File: src/rtl/ts_continuity_counter_check_assert.svh
// assertion macros for the continuity counter checker
`ifndef TS_CONTINUITY_COUNTER_CHECK_ASSERT_SVH
`define TS_CONTINUITY_COUNTER_CHECK_ASSERT_SVH

`ifndef SYNTHESIS

`define TSCC_ASSERT_IMP(lbl, ante, cons) \
  lbl: assert property (@(posedge clk) disable iff (!rst_n) (ante) |-> (cons)) \
    else $error("continuity checker assertion failed");

`define TSCC_ASSERT_NXT(lbl, ante, cons) \
  lbl: assert property (@(posedge clk) disable iff (!rst_n) (ante) |=> (cons)) \
    else $error("continuity checker assertion failed");

`else

`define TSCC_ASSERT_IMP(lbl, ante, cons)

`define TSCC_ASSERT_NXT(lbl, ante, cons)

`endif

`endif

File: src/rtl/ts_cc_pkg.sv
// types and constants shared by the continuity counter checker
`timescale 1ns / 1ps

package ts_cc_pkg;

  localparam logic [12:0] NULL_PID = 13'h1fff;
  localparam logic [12:0] SKIP_PID = 13'h00ff;

  localparam logic KIND_PACKET = 1'b0;
  localparam logic KIND_LIST   = 1'b1;

  localparam logic [1:0] ADAPT_RESERVED   = 2'd0;
  localparam logic [1:0] ADAPT_PAYLOAD    = 2'd1;
  localparam logic [1:0] ADAPT_FIELD_ONLY = 2'd2;
  localparam logic [1:0] ADAPT_BOTH       = 2'd3;

  typedef struct packed {
    logic        kind;
    logic [1:0]  channel;
    logic [12:0] pid;
    logic [3:0]  continuity;
    logic [1:0]  adaptation_control;
    logic        discontinuity;
    logic        sync_matched;
    logic [4:0]  list_index;
    logic        entry_valid;
  } ts_cc_in_t;

  typedef struct packed {
    logic        tracked;
    logic        cc_error;
    logic [31:0] error_total;
  } ts_cc_out_t;

  typedef struct packed {
    logic        valid;
    logic [12:0] pid;
  } ts_cc_list_t;

  typedef struct packed {
    logic        used;
    logic [12:0] pid;
    logic [3:0]  count;
    logic        disc;
  } ts_cc_slot_t;

  typedef enum logic [2:0] {
    ST_CLEAR,
    ST_IDLE,
    ST_LSCAN,
    ST_TSCAN,
    ST_UPDATE
  } ts_cc_state_t;

endpackage

File: src/rtl/ts_cc_ram.sv
// simple dual-port ram, one write and one registered read per cycle
`timescale 1ns / 1ps

module ts_cc_ram #(
  parameter int WIDTH = 8,
  parameter int AW    = 4
) (
  input  logic             clk,
  input  logic             we,
  input  logic [AW-1:0]    waddr,
  input  logic [WIDTH-1:0] wdata,
  input  logic [AW-1:0]    raddr,
  output logic [WIDTH-1:0] rdata
);

  logic [WIDTH-1:0] mem [2**AW];

  always_ff @(posedge clk) begin
    if (we) begin
      mem[waddr] <= wdata;
    end
  end

  always_ff @(posedge clk) begin
    rdata <= mem[raddr];
  end

endmodule

File: src/rtl/ts_continuity_counter_check.sv
// top level of the transport stream continuity counter checker
//
//   channel  ports                 handshake
//   input    in_item               beat taken when start && !busy
//   result   out_result            one-cycle strobe out_valid, no stall
//
// list writes, bad channels and gated-off packets: result registered, shown in the cycle after the beat
// listed packets: list scan, slot scan, one update state, then the result;
//   each scan walks one ram read port per entry
// after reset both rams are swept once over 2**(channel bits + slot bits) addresses
//   (128 at default sizes), with busy high
// the result strobe cannot be held off; a new beat is taken while it shows
`timescale 1ns / 1ps

`include "ts_continuity_counter_check_assert.svh"

module ts_continuity_counter_check
  import ts_cc_pkg::*;
#(
  parameter int CHANNELS    = 4,
  parameter int TRACK_SLOTS = 32,
  parameter int LIST_SLOTS  = 32
) (
  input  logic       clk,
  input  logic       rst_n,
  input  logic       start,
  output logic       busy,
  input  ts_cc_in_t  in_item,
  output logic       out_valid,
  output ts_cc_out_t out_result
);

  localparam int CHW = (CHANNELS > 1) ? $clog2(CHANNELS) : 1;
  localparam int LW  = (LIST_SLOTS > 1) ? $clog2(LIST_SLOTS) : 1;
  localparam int TW  = (TRACK_SLOTS > 1) ? $clog2(TRACK_SLOTS) : 1;
  localparam int SW  = (LW > TW) ? LW : TW;
  localparam int LAW = CHW + LW;
  localparam int TAW = CHW + TW;
  localparam int CW  = (LAW > TAW) ? LAW : TAW;

  localparam logic [SW-1:0] LIST_LAST  = SW'(LIST_SLOTS - 1);
  localparam logic [SW-1:0] TRACK_LAST = SW'(TRACK_SLOTS - 1);

  ts_cc_state_t state_r, state_nxt;

  ts_cc_in_t        item_r, item_nxt;
  logic [CHW-1:0]   ch_r, ch_nxt;
  logic [SW-1:0]    idx_r, idx_nxt;
  logic             iss_done_r, iss_done_nxt;
  logic             pv_r, pv_nxt;
  logic             plast_r, plast_nxt;
  logic [SW-1:0]    pidx_r, pidx_nxt;
  logic             have_free_r, have_free_nxt;
  logic [TW-1:0]    free_r, free_nxt;
  logic             hit_r, hit_nxt;
  logic [TW-1:0]    hit_idx_r, hit_idx_nxt;
  logic [3:0]       hit_cnt_r, hit_cnt_nxt;
  logic             hit_disc_r, hit_disc_nxt;
  logic [CW-1:0]    clr_r, clr_nxt;
  logic [31:0]      err_cnt_r [CHANNELS];
  logic [31:0]      err_cnt_nxt;
  logic             err_we;
  logic             out_valid_r, out_valid_nxt;
  ts_cc_out_t       out_r, out_nxt;

  logic             l_we;
  logic [LAW-1:0]   l_waddr, l_raddr;
  ts_cc_list_t      l_wdata, l_rdata;
  logic             t_we;
  logic [TAW-1:0]   t_waddr, t_raddr;
  ts_cc_slot_t      t_wdata, t_rdata;

  logic [CHW+1:0]   ch_ext;
  logic [CHW-1:0]   ch_in;
  logic [LW+4:0]    lidx_ext;
  logic             accept, ch_ok, lidx_ok, gate_ok;
  logic             l_match, t_match, t_free;
  logic [3:0]       cc_next, new_cnt;
  logic             cc_err;
  logic [SW-1:0]    scan_last;

  assign ch_ext   = {CHW'(0), in_item.channel};
  assign ch_in    = ch_ext[CHW-1:0];
  assign lidx_ext = {LW'(0), in_item.list_index};
  assign accept   = start && (state_r == ST_IDLE);
  assign ch_ok    = 32'(in_item.channel) < CHANNELS;
  assign lidx_ok  = 32'(in_item.list_index) < LIST_SLOTS;
  assign gate_ok  = in_item.sync_matched && (in_item.pid != NULL_PID) &&
                    (in_item.pid != SKIP_PID);

  assign l_raddr = {ch_r, idx_r[LW-1:0]};
  assign t_raddr = {ch_r, idx_r[TW-1:0]};

  assign l_match = pv_r && l_rdata.valid && (l_rdata.pid == item_r.pid);
  assign t_match = pv_r && t_rdata.used && (t_rdata.pid == item_r.pid);
  assign t_free  = pv_r && !t_rdata.used;

  assign cc_next = hit_cnt_r + 4'd1;
  assign scan_last = (state_r == ST_LSCAN) ? LIST_LAST : TRACK_LAST;

  always_comb begin
    cc_err = 1'b0;
    case (item_r.adaptation_control)
      ADAPT_PAYLOAD:    cc_err = item_r.continuity != cc_next;
      ADAPT_FIELD_ONLY: cc_err = item_r.discontinuity ? (item_r.continuity == cc_next)
                                                      : (item_r.continuity != hit_cnt_r);
      ADAPT_BOTH:       cc_err = !item_r.discontinuity && !hit_disc_r &&
                                 (item_r.continuity != cc_next);
      ADAPT_RESERVED:   cc_err = 1'b0;
      default:          cc_err = 1'b0;
    endcase
  end

  assign new_cnt = (((item_r.adaptation_control == ADAPT_PAYLOAD) ||
                     (item_r.adaptation_control == ADAPT_BOTH)) && !item_r.discontinuity)
                   ? item_r.continuity : hit_cnt_r;

  always_comb begin
    state_nxt = state_r;
    case (state_r)
      ST_CLEAR: begin
        if (clr_r == '1) begin
          state_nxt = ST_IDLE;
        end
      end
      ST_IDLE: begin
        if (accept && ch_ok && (in_item.kind == KIND_PACKET) && gate_ok) begin
          state_nxt = ST_LSCAN;
        end
      end
      ST_LSCAN: begin
        if (l_match) begin
          state_nxt = ST_TSCAN;
        end else if (pv_r && plast_r) begin
          state_nxt = ST_IDLE;
        end
      end
      ST_TSCAN: begin
        if (t_match || (pv_r && plast_r)) begin
          state_nxt = ST_UPDATE;
        end
      end
      ST_UPDATE: state_nxt = ST_IDLE;
      default:   state_nxt = ST_IDLE;
    endcase
  end

  always_comb begin
    item_nxt      = item_r;
    ch_nxt        = ch_r;
    idx_nxt       = idx_r;
    iss_done_nxt  = iss_done_r;
    pv_nxt        = 1'b0;
    plast_nxt     = plast_r;
    pidx_nxt      = pidx_r;
    have_free_nxt = have_free_r;
    free_nxt      = free_r;
    hit_nxt       = hit_r;
    hit_idx_nxt   = hit_idx_r;
    hit_cnt_nxt   = hit_cnt_r;
    hit_disc_nxt  = hit_disc_r;
    clr_nxt       = clr_r;
    err_we        = 1'b0;
    err_cnt_nxt   = '0;
    out_valid_nxt = 1'b0;
    out_nxt       = out_r;
    l_we          = 1'b0;
    l_waddr       = {ch_in, lidx_ext[LW-1:0]};
    l_wdata       = '{valid: in_item.entry_valid, pid: in_item.pid};
    t_we          = 1'b0;
    t_waddr       = {ch_r, hit_idx_r};
    t_wdata       = '{used: 1'b1, pid: item_r.pid, count: new_cnt,
                      disc: item_r.discontinuity};
    case (state_r)
      ST_CLEAR: begin
        l_we    = 1'b1;
        l_waddr = clr_r[LAW-1:0];
        l_wdata = '0;
        t_we    = 1'b1;
        t_waddr = clr_r[TAW-1:0];
        t_wdata = '0;
        clr_nxt = clr_r + 1'b1;
      end
      ST_IDLE: begin
        if (accept) begin
          item_nxt     = in_item;
          ch_nxt       = ch_in;
          idx_nxt      = '0;
          iss_done_nxt = 1'b0;
          if (!ch_ok) begin
            out_valid_nxt = 1'b1;
            out_nxt       = '0;
          end else if (in_item.kind == KIND_LIST) begin
            l_we          = lidx_ok;
            out_valid_nxt = 1'b1;
            out_nxt       = '{tracked: 1'b0, cc_error: 1'b0, error_total: err_cnt_r[ch_in]};
          end else if (!gate_ok) begin
            out_valid_nxt = 1'b1;
            out_nxt       = '{tracked: 1'b0, cc_error: 1'b0, error_total: err_cnt_r[ch_in]};
          end
        end
      end
      ST_LSCAN, ST_TSCAN: begin
        if (!iss_done_r) begin
          pv_nxt       = 1'b1;
          plast_nxt    = idx_r == scan_last;
          pidx_nxt     = idx_r;
          idx_nxt      = idx_r + 1'b1;
          iss_done_nxt = idx_r == scan_last;
        end
        if (state_r == ST_LSCAN) begin
          if (l_match) begin
            pv_nxt        = 1'b0;
            idx_nxt       = '0;
            iss_done_nxt  = 1'b0;
            have_free_nxt = 1'b0;
            hit_nxt       = 1'b0;
          end else if (pv_r && plast_r) begin
            pv_nxt        = 1'b0;
            out_valid_nxt = 1'b1;
            out_nxt       = '{tracked: 1'b0, cc_error: 1'b0, error_total: err_cnt_r[ch_r]};
          end
        end else begin
          if (t_match) begin
            pv_nxt       = 1'b0;
            hit_nxt      = 1'b1;
            hit_idx_nxt  = pidx_r[TW-1:0];
            hit_cnt_nxt  = t_rdata.count;
            hit_disc_nxt = t_rdata.disc;
          end else begin
            if (t_free && !have_free_r) begin
              have_free_nxt = 1'b1;
              free_nxt      = pidx_r[TW-1:0];
            end
            if (pv_r && plast_r) begin
              pv_nxt = 1'b0;
            end
          end
        end
      end
      ST_UPDATE: begin
        out_valid_nxt = 1'b1;
        if (hit_r) begin
          t_we        = 1'b1;
          err_we      = 1'b1;
          err_cnt_nxt = (cc_err && (err_cnt_r[ch_r] != '1)) ? err_cnt_r[ch_r] + 32'd1
                                                            : err_cnt_r[ch_r];
          out_nxt     = '{tracked: 1'b1, cc_error: cc_err, error_total: err_cnt_nxt};
        end else begin
          t_we    = have_free_r;
          t_waddr = {ch_r, free_r};
          t_wdata = '{used: 1'b1, pid: item_r.pid, count: item_r.continuity,
                      disc: item_r.discontinuity};
          out_nxt = '{tracked: 1'b0, cc_error: 1'b0, error_total: err_cnt_r[ch_r]};
        end
      end
      default: begin
      end
    endcase
  end

  always_ff @(posedge clk) begin
    if (!rst_n) begin
      state_r     <= ST_CLEAR;
      clr_r       <= '0;
      pv_r        <= 1'b0;
      out_valid_r <= 1'b0;
      for (int i = 0; i < CHANNELS; i++) begin
        err_cnt_r[i] <= '0;
      end
    end else begin
      state_r     <= state_nxt;
      clr_r       <= clr_nxt;
      pv_r        <= pv_nxt;
      out_valid_r <= out_valid_nxt;
      if (err_we) begin
        err_cnt_r[ch_r] <= err_cnt_nxt;
      end
    end
  end

  always_ff @(posedge clk) begin
    item_r      <= item_nxt;
    ch_r        <= ch_nxt;
    idx_r       <= idx_nxt;
    iss_done_r  <= iss_done_nxt;
    plast_r     <= plast_nxt;
    pidx_r      <= pidx_nxt;
    have_free_r <= have_free_nxt;
    free_r      <= free_nxt;
    hit_r       <= hit_nxt;
    hit_idx_r   <= hit_idx_nxt;
    hit_cnt_r   <= hit_cnt_nxt;
    hit_disc_r  <= hit_disc_nxt;
    out_r       <= out_nxt;
  end

  ts_cc_ram #(
    .WIDTH ($bits(ts_cc_list_t)),
    .AW    (LAW)
  ) u_list_ram (
    .clk   (clk),
    .we    (l_we),
    .waddr (l_waddr),
    .wdata (l_wdata),
    .raddr (l_raddr),
    .rdata (l_rdata)
  );

  ts_cc_ram #(
    .WIDTH ($bits(ts_cc_slot_t)),
    .AW    (TAW)
  ) u_slot_ram (
    .clk   (clk),
    .we    (t_we),
    .waddr (t_waddr),
    .wdata (t_wdata),
    .raddr (t_raddr),
    .rdata (t_rdata)
  );

  assign busy       = state_r != ST_IDLE;
  assign out_valid  = out_valid_r;
  assign out_result = out_r;

  `TSCC_ASSERT_NXT(a_beat_answered, start && !busy, busy || out_valid)
  `TSCC_ASSERT_IMP(a_err_needs_track, out_valid && out_result.cc_error, out_result.tracked)
  `TSCC_ASSERT_IMP(a_err_counted, out_valid && out_result.cc_error,
                   out_result.error_total != 32'd0)

endmodule
File: config.mk
export PLATFORM = sky130hd
export DESIGN_NAME = ts_continuity_counter_check
export DESIGN_NICKNAME = d
export VERILOG_FILES = /design/src/rtl/ts_cc_pkg.sv /design/src/rtl/ts_cc_ram.sv /design/src/rtl/ts_continuity_counter_check.sv
export VERILOG_INCLUDE_DIRS = /design/src /design/src/rtl
export SDC_FILE = /design/constraint.sdc
export NUM_CORES = 2
export LEC_CHECK = 0
export BUFFER_PORTS_ARGS = -buffer_cell sky130_fd_sc_hd__buf_2
export CAP_MARGIN = 30
export CORE_MARGIN = 5
export CORE_UTILIZATION = 55
export DETAILED_ROUTE_END_ITERATION = 8
export PLACE_DENSITY_LB_ADDON = 0.08
export SYNTH_ARGS = -nofsm -noshare
export SYNTH_HDL_FRONTEND = slang
export SYNTH_MEMORY_MAX_BITS = 65536
export SYNTH_SLANG_ARGS = --single-unit
File: constraint.sdc
create_clock -name clk -period 7.15 [get_ports clk]
set_input_delay 0 -clock clk [delete_from_list [all_inputs] [get_ports clk]]
set_output_delay 0 -clock clk [all_outputs]
set_load 0.1 [all_outputs]
# Word level (Yosys, flattened, before mapping)
# Memory sizes are Yosys's and may differ from the RTL's. A register that Yosys moved wholly into a read port is not among the register bits.
# Index checks and enable logic that the tools add are counted.
# W data, S select, Z words.
[word_totals]
regBits = 97
ramBits = 4352
input_bits = 33
out_inout_bits = 36
wordCells = 175
n_memories = 3
[op_classes]
add_sub_neg = 4
n_eq_ne = 29
muxes = 73
bitwise = 4
reduce_logical = 40
[mem_list]
columns = ["name", "depth", "width", "read_ports", "rd_clocked_by_memory_dff", "write_ports", "line", "rtl"]
rows = [
  ["u_slot_ram.mem", 128, 19, 1, 1, 1, "ts_cc_ram.sv:16", "logic [WIDTH-1:0] mem [2**AW];"],
  ["u_list_ram.mem", 128, 14, 1, 1, 1, "ts_cc_ram.sv:16", ""],
  ["err_cnt_r", 4, 32, 2, 1, 4, "ts_continuity_counter_check.sv:60", "logic [31:0] err_cnt_r [CHANNELS];"],
]
[ops]
columns = ["cell", "n"]
rows = [
  ["$mux W34", 7],
  ["$mux W32", 4],
  ["$pmux W34 S3", 1],
  ["$pmux W19 S2", 1],
  ["$mux W1", 36],
  ["$add A32 B1 Y32 const B", 1],
  ["$ne A32 B32 Y1 const B", 1],
  ["$reduce_or A32 Y1", 1],
  ["$mux W5", 6],
  ["$eq A13 B13 Y1", 2],
  ["$logic_and A1 B1 Y1", 16],
  ["$mux W3", 5],
  ["$mux W14", 1],
  ["$ne A2 B2 Y1 const B", 7],
  ["$pmux W7 S2", 1],
  ["$ne A13 B13 Y1 const B", 1],
  ["$ne A13 B8 Y1 const B", 1],
  ["$pmux W3 S4", 1],
  ["$reduce_and A4 Y1", 3],
  ["$pmux W5 S2", 1],
  ["$ne A4 B4 Y1", 2],
  ["$reduce_and A2 Y1", 4],
  ["$add A7 B1 Y7 const B", 1],
  ["$eq A7 B7 Y1 const B", 1],
  ["29 further kinds", 45],
]

# Depth between registers and ports, before layout
[logic_depth]
ltp_word = 9
ltp_mapped = 12
depth_no_buf = 8

# Cells and area by module
# A second synthesis with hierarchy kept.
[hier_totals]
cells_unflattened = 7287
hier_area_um2 = 173815.5
[modules_own_cells]
columns = ["module", "n_inst", "cells_per_inst", "area_per_inst_um2", "seq_area_each_um2"]
rows = [
  ["ts_cc_ram at u_slot_ram", 1, 3631, 93138.1, 73410.4],
  ["ts_cc_ram at u_list_ram", 1, 2723, 68848.5, 54091.9],
  ["ts_continuity_counter_check", 1, 933, 11828.8, 6676.4],
]

# Worst setup path before layout
# No wires, ideal clock.
[synth_timing]
kind = "register to register"
from = "register state_r[0]"
to = "memory u_slot_ram.mem[0][10] (netlist bit), data pin"
setup_time_ps = 532
t_arrival_ps = 5519
t_required_ps = 6618
path_slack_ps = 1099
path_stages_with_launch = 9
path_buffers = 4
period_less_slack_ps = 6051
cell_sequence = "dfxtp_1 -> or2_2 -> clkbuf_1 -> nor2_1 -> inv_1 -> clkbuf_1 -> clkbuf_1 -> clkbuf_1 -> and2_1"
[synth_rtl]
columns = ["element", "line", "rtl"]
rows = [
  ["from (decl)", "ts_continuity_counter_check.sv:44", "ts_cc_state_t state_r, state_nxt;"],
  ["from (signal assigned)", "ts_continuity_counter_check.sv:272", "state_r <= state_nxt;"],
  ["to (decl)", "ts_cc_ram.sv:16", ""],
]

# Final worst setup path
[layout_timing]
from = "register state_r[1]"
to = "memory u_list_ram.mem[34][1] (netlist bit) (enable)"
[layout_via]
elab_chain_cells = 6
word_cells_on_any_way = 8
classes_between = "eq/ne (1); mux (5); reduce/logical (2)"
[layout_rtl]
columns = ["element", "line", "rtl"]
rows = [
  ["$eq A3 B1 Y1", "ts_continuity_counter_check.sv:85, ts_continuity_counter_check.sv:174", ""],
  ["$logic_and A1 B1 Y1", "ts_continuity_counter_check.sv:85", "assign accept = start && (state_r == ST_IDLE);"],
  ["$mux W1", "ts_continuity_counter_check.sv:185", "if (accept) begin"],
  ["$pmux W1 S2", "ts_continuity_counter_check.sv:174", "case (state_r)"],
  ["$mux W1", "ts_cc_ram.sv:19", "if (we) begin"],
  ["$mux W1 (not written as such)", "ts_cc_ram.sv:20", "mem[waddr] <= wdata;"],
  ["to (decl)", "ts_cc_ram.sv:16", ""],
]
# Parallel ways exist; a longest one is shown, timed or not.

==> metrics.yaml <==
power:
  p_leak_nw: 62.26
  powerDensity_nw_per_um2: 380.1
  max-vdd-ir-drop_v: 0.0004219
sta:
  worst_pin_slew_ns: 1.080
  fin_skew_ns: 0.06957
  setup_viol: 0
  fin_hold_ws_ns: 0.06166
  period_minus_slack_ns: 5.072
  setup_slack_ns: 2.078
  setup_tns_ns: 0
  fmax_mhz: 197.2
  hold_violations: 0
  final_max_slew_viol_count: 0
  rsz0062_at_grt: "no"
  slew_headroom_pct: 28.01
  finalCritPeriodShare_pct: 70.94
worst_setup_path:
  end_kind: "register"
  cp-start-kind: "register"
  critical_path_class: "register to register"
  critPathArrivalTime_ns: 5.63
  cp.required_ns: 7.71
  cp_max_fo: 79
logic_synthesis:
  synth_ff_type: "edfxtp_1"
  synth_edf_count: 4437
  synth.distinct_cells: 57
  synthArstFlopShare_pct: 0
  syn_nets: 7297
  ys_seq_area_share_pct: 77.34
  ys_top_cells_by_count: "edfxtp_1, mux4_2, nor2_1, clkbuf_1, nand2_1"
  synthesis.area_um2: 173500
  synth-seq-cells: 4484
  synth_top_area_share_pct: 76.80
  syn_inst: 7259
  synth_warnings: 0
  ys_top_cells_by_area: "edfxtp_1, mux4_2, nor2_1"
  synth_most_common_cell: "edfxtp_1"
  syn_avg_cell_area_um2: 23.90
  synth_top_area_cell: "edfxtp_1"
global_routing:
  antenna_found_initial: 54
  grt_max_degree: 131
  grt_pass1_wl_um: 617400
  grt_usage_pct: 26.69
  globalRoute.totalOverflow: 0
  grt_pass1_vias: 80990
placed_design:
  place_congestion: 0.8706
  post-dp-hpwl_um: 256800
  io_buffers: 68
  dp.cells: 11480
  dp_slack_ns: 2.184
clock_network:
  post_cts_buffers: 0
  cts_max_path_buffers: 4
  cts-root-buf: "clkbuf_16"
  cts_num_sinks: 4484
  clock_latency_ns: 0.97
  cts_tree: "built"
  cts_max_level: 5
  numCtsBuffers: 448
  cts.repair.resized: 0
  clkTransAtPathRegs_ns: 0.07
  holdBufCountCts: 53
layout:
  area_growth_pct: 13.88
  fillers: 20920
  final_net_count: 7881
  layout-drive-gt1-share_pct: 34.08
  final-instance-count-excl-fill: 12410
die:
  core_um2: 314500
  initial_utilization_pct: 55.17
  die_h_um: 571.6
  io-pin-count: 69
  die_area_um2: 326800
  placementRows: 206
  die_w_um: 571.6
drt:
  viasPerCell: 6.508
  first_pass_iters: 6
  ant_nets: 0
  drc: 0
  wire_per_inst_um: 34.88
  routed-via-count: 80790
  dr.first_iter.drc_count: 10300
  wl_um: 433000
outcome:
  status: "complete, no violations"
run:
  maxCapViolCount: 0
hold_path:
  hp-class: "input pin to register"
[layout make-up]
class	count	area (um^2)	share of cell area, %
antenna	29	72.57	0.03673
clock buffer	532	11590	5.866
clock inverter	300	3351	1.696
inverter	12	50.05	0.02533
multi-input combinational	2375	38210	19.34
sequential	4484	134200	67.92
tap	4160	5205	2.635
timing repair buffer	522	4917	2.489
[per-layer routing]
metal | GRT usage, % | share of wire, % | vias to the layer above
met4 | 6.538 | 2.7 | 10
li1 | - | - | 32410
met2 | 40.96 | 47 | 3760
met5 | 0.5585 | 0.016 | -
met3 | 5.078 | 8.7 | 598
met1 | 40.50 | 41 | 44010
[through the flow]
stage | util (%) | power (mW) | area [um^2]
after floorplan | - | 44.27 | 173500
after global placement | 57.46 | 51.54 | 180700
after detailed placement | 57.80 | 51.94 | 181800
after CTS | 62.72 | 75.53 | 197200
after global routing | 62.82 | 77.57 | 197500
final | 62.83 | 75.09 | 197600
[power breakdown]
part / switching (mW) / total (mW) / internal, mW
logic: 11.8 / 18.1 / 6.26
registers: 0.400 / 33.3 / 32.9
clock network: 9.87 / 23.7 / 13.8
[critical path, stage by stage (launching register included)]
cell and delay (ns):
dfxtp_1 0.40, or2_2 0.42, nor2_4 0.63, inv_6 0.39, or2_2 0.45, o31ai_1 0.25, nand2_1 0.80, buf_4 0.47
nor2_1 0.81
[cell families after synthesis]
family | synth area share [%]
muxes | 19.08
AOI/OAI and AO/OA | 0.4832
and+or+nand+nor | 1.757
DFF | 77.34
xor gates and xnor gates | 0.3563
adders and majority gates | 0.03606
buffers and inverters | 0.9455
[final timing paths]
path | startpoint | endpoint | slack (ns) | cells after the start
setup / recovery | state_r[1]$_SDFFE_PN0P_ | u_list_ram.mem[34][1]$_DFFE_PP_ | 2.08 | 8
hold / removal | in_item[5] | u_list_ram.mem[70][11]$_DFFE_PP_ | 0.06 | 5
setup reg to reg | state_r[1]$_SDFFE_PN0P_ | u_list_ram.mem[34][1]$_DFFE_PP_ | 2.08 | 8
hold reg to reg | u_slot_ram.rdata[3]$_DFF_P_ | hit_cnt_r[2]$_DFFE_PP_ | 0.41 | 0
[placed cells by master (no fill, tap or decap), types with 61 or more instances in the layout]
master and count:
nor2_1 283, buf_2 71, mux4_2 1450, clkbuf_16 450, buf_4 284, clkinv_1 101, nand2_1 85, nor2_2 131
bufinv_16 61, clkbuf_1 80, edfxtp_1 4437, clkinv_2 93
[state kept, by name, indices dropped and copies added (netlist names), 2 cells and up, named ones only]
| signal | count |
|---|---|
| pidx_r | 5 |
| item_r | 20 |
| hit_idx_r | 5 |
| u_slot_ram.rdata | 19 |
| out_result | 34 |
| u_slot_ram.mem | 2432 |
| clr_r | 7 |
| state_r | 3 |
| hit_cnt_r | 4 |
| err_cnt_r | 128 |
| ch_r | 2 |
| u_list_ram.mem | 1792 |
| u_list_ram.rdata | 14 |
| idx_r | 5 |
| free_r | 5 |
Power figures use the tool's default switching activity.
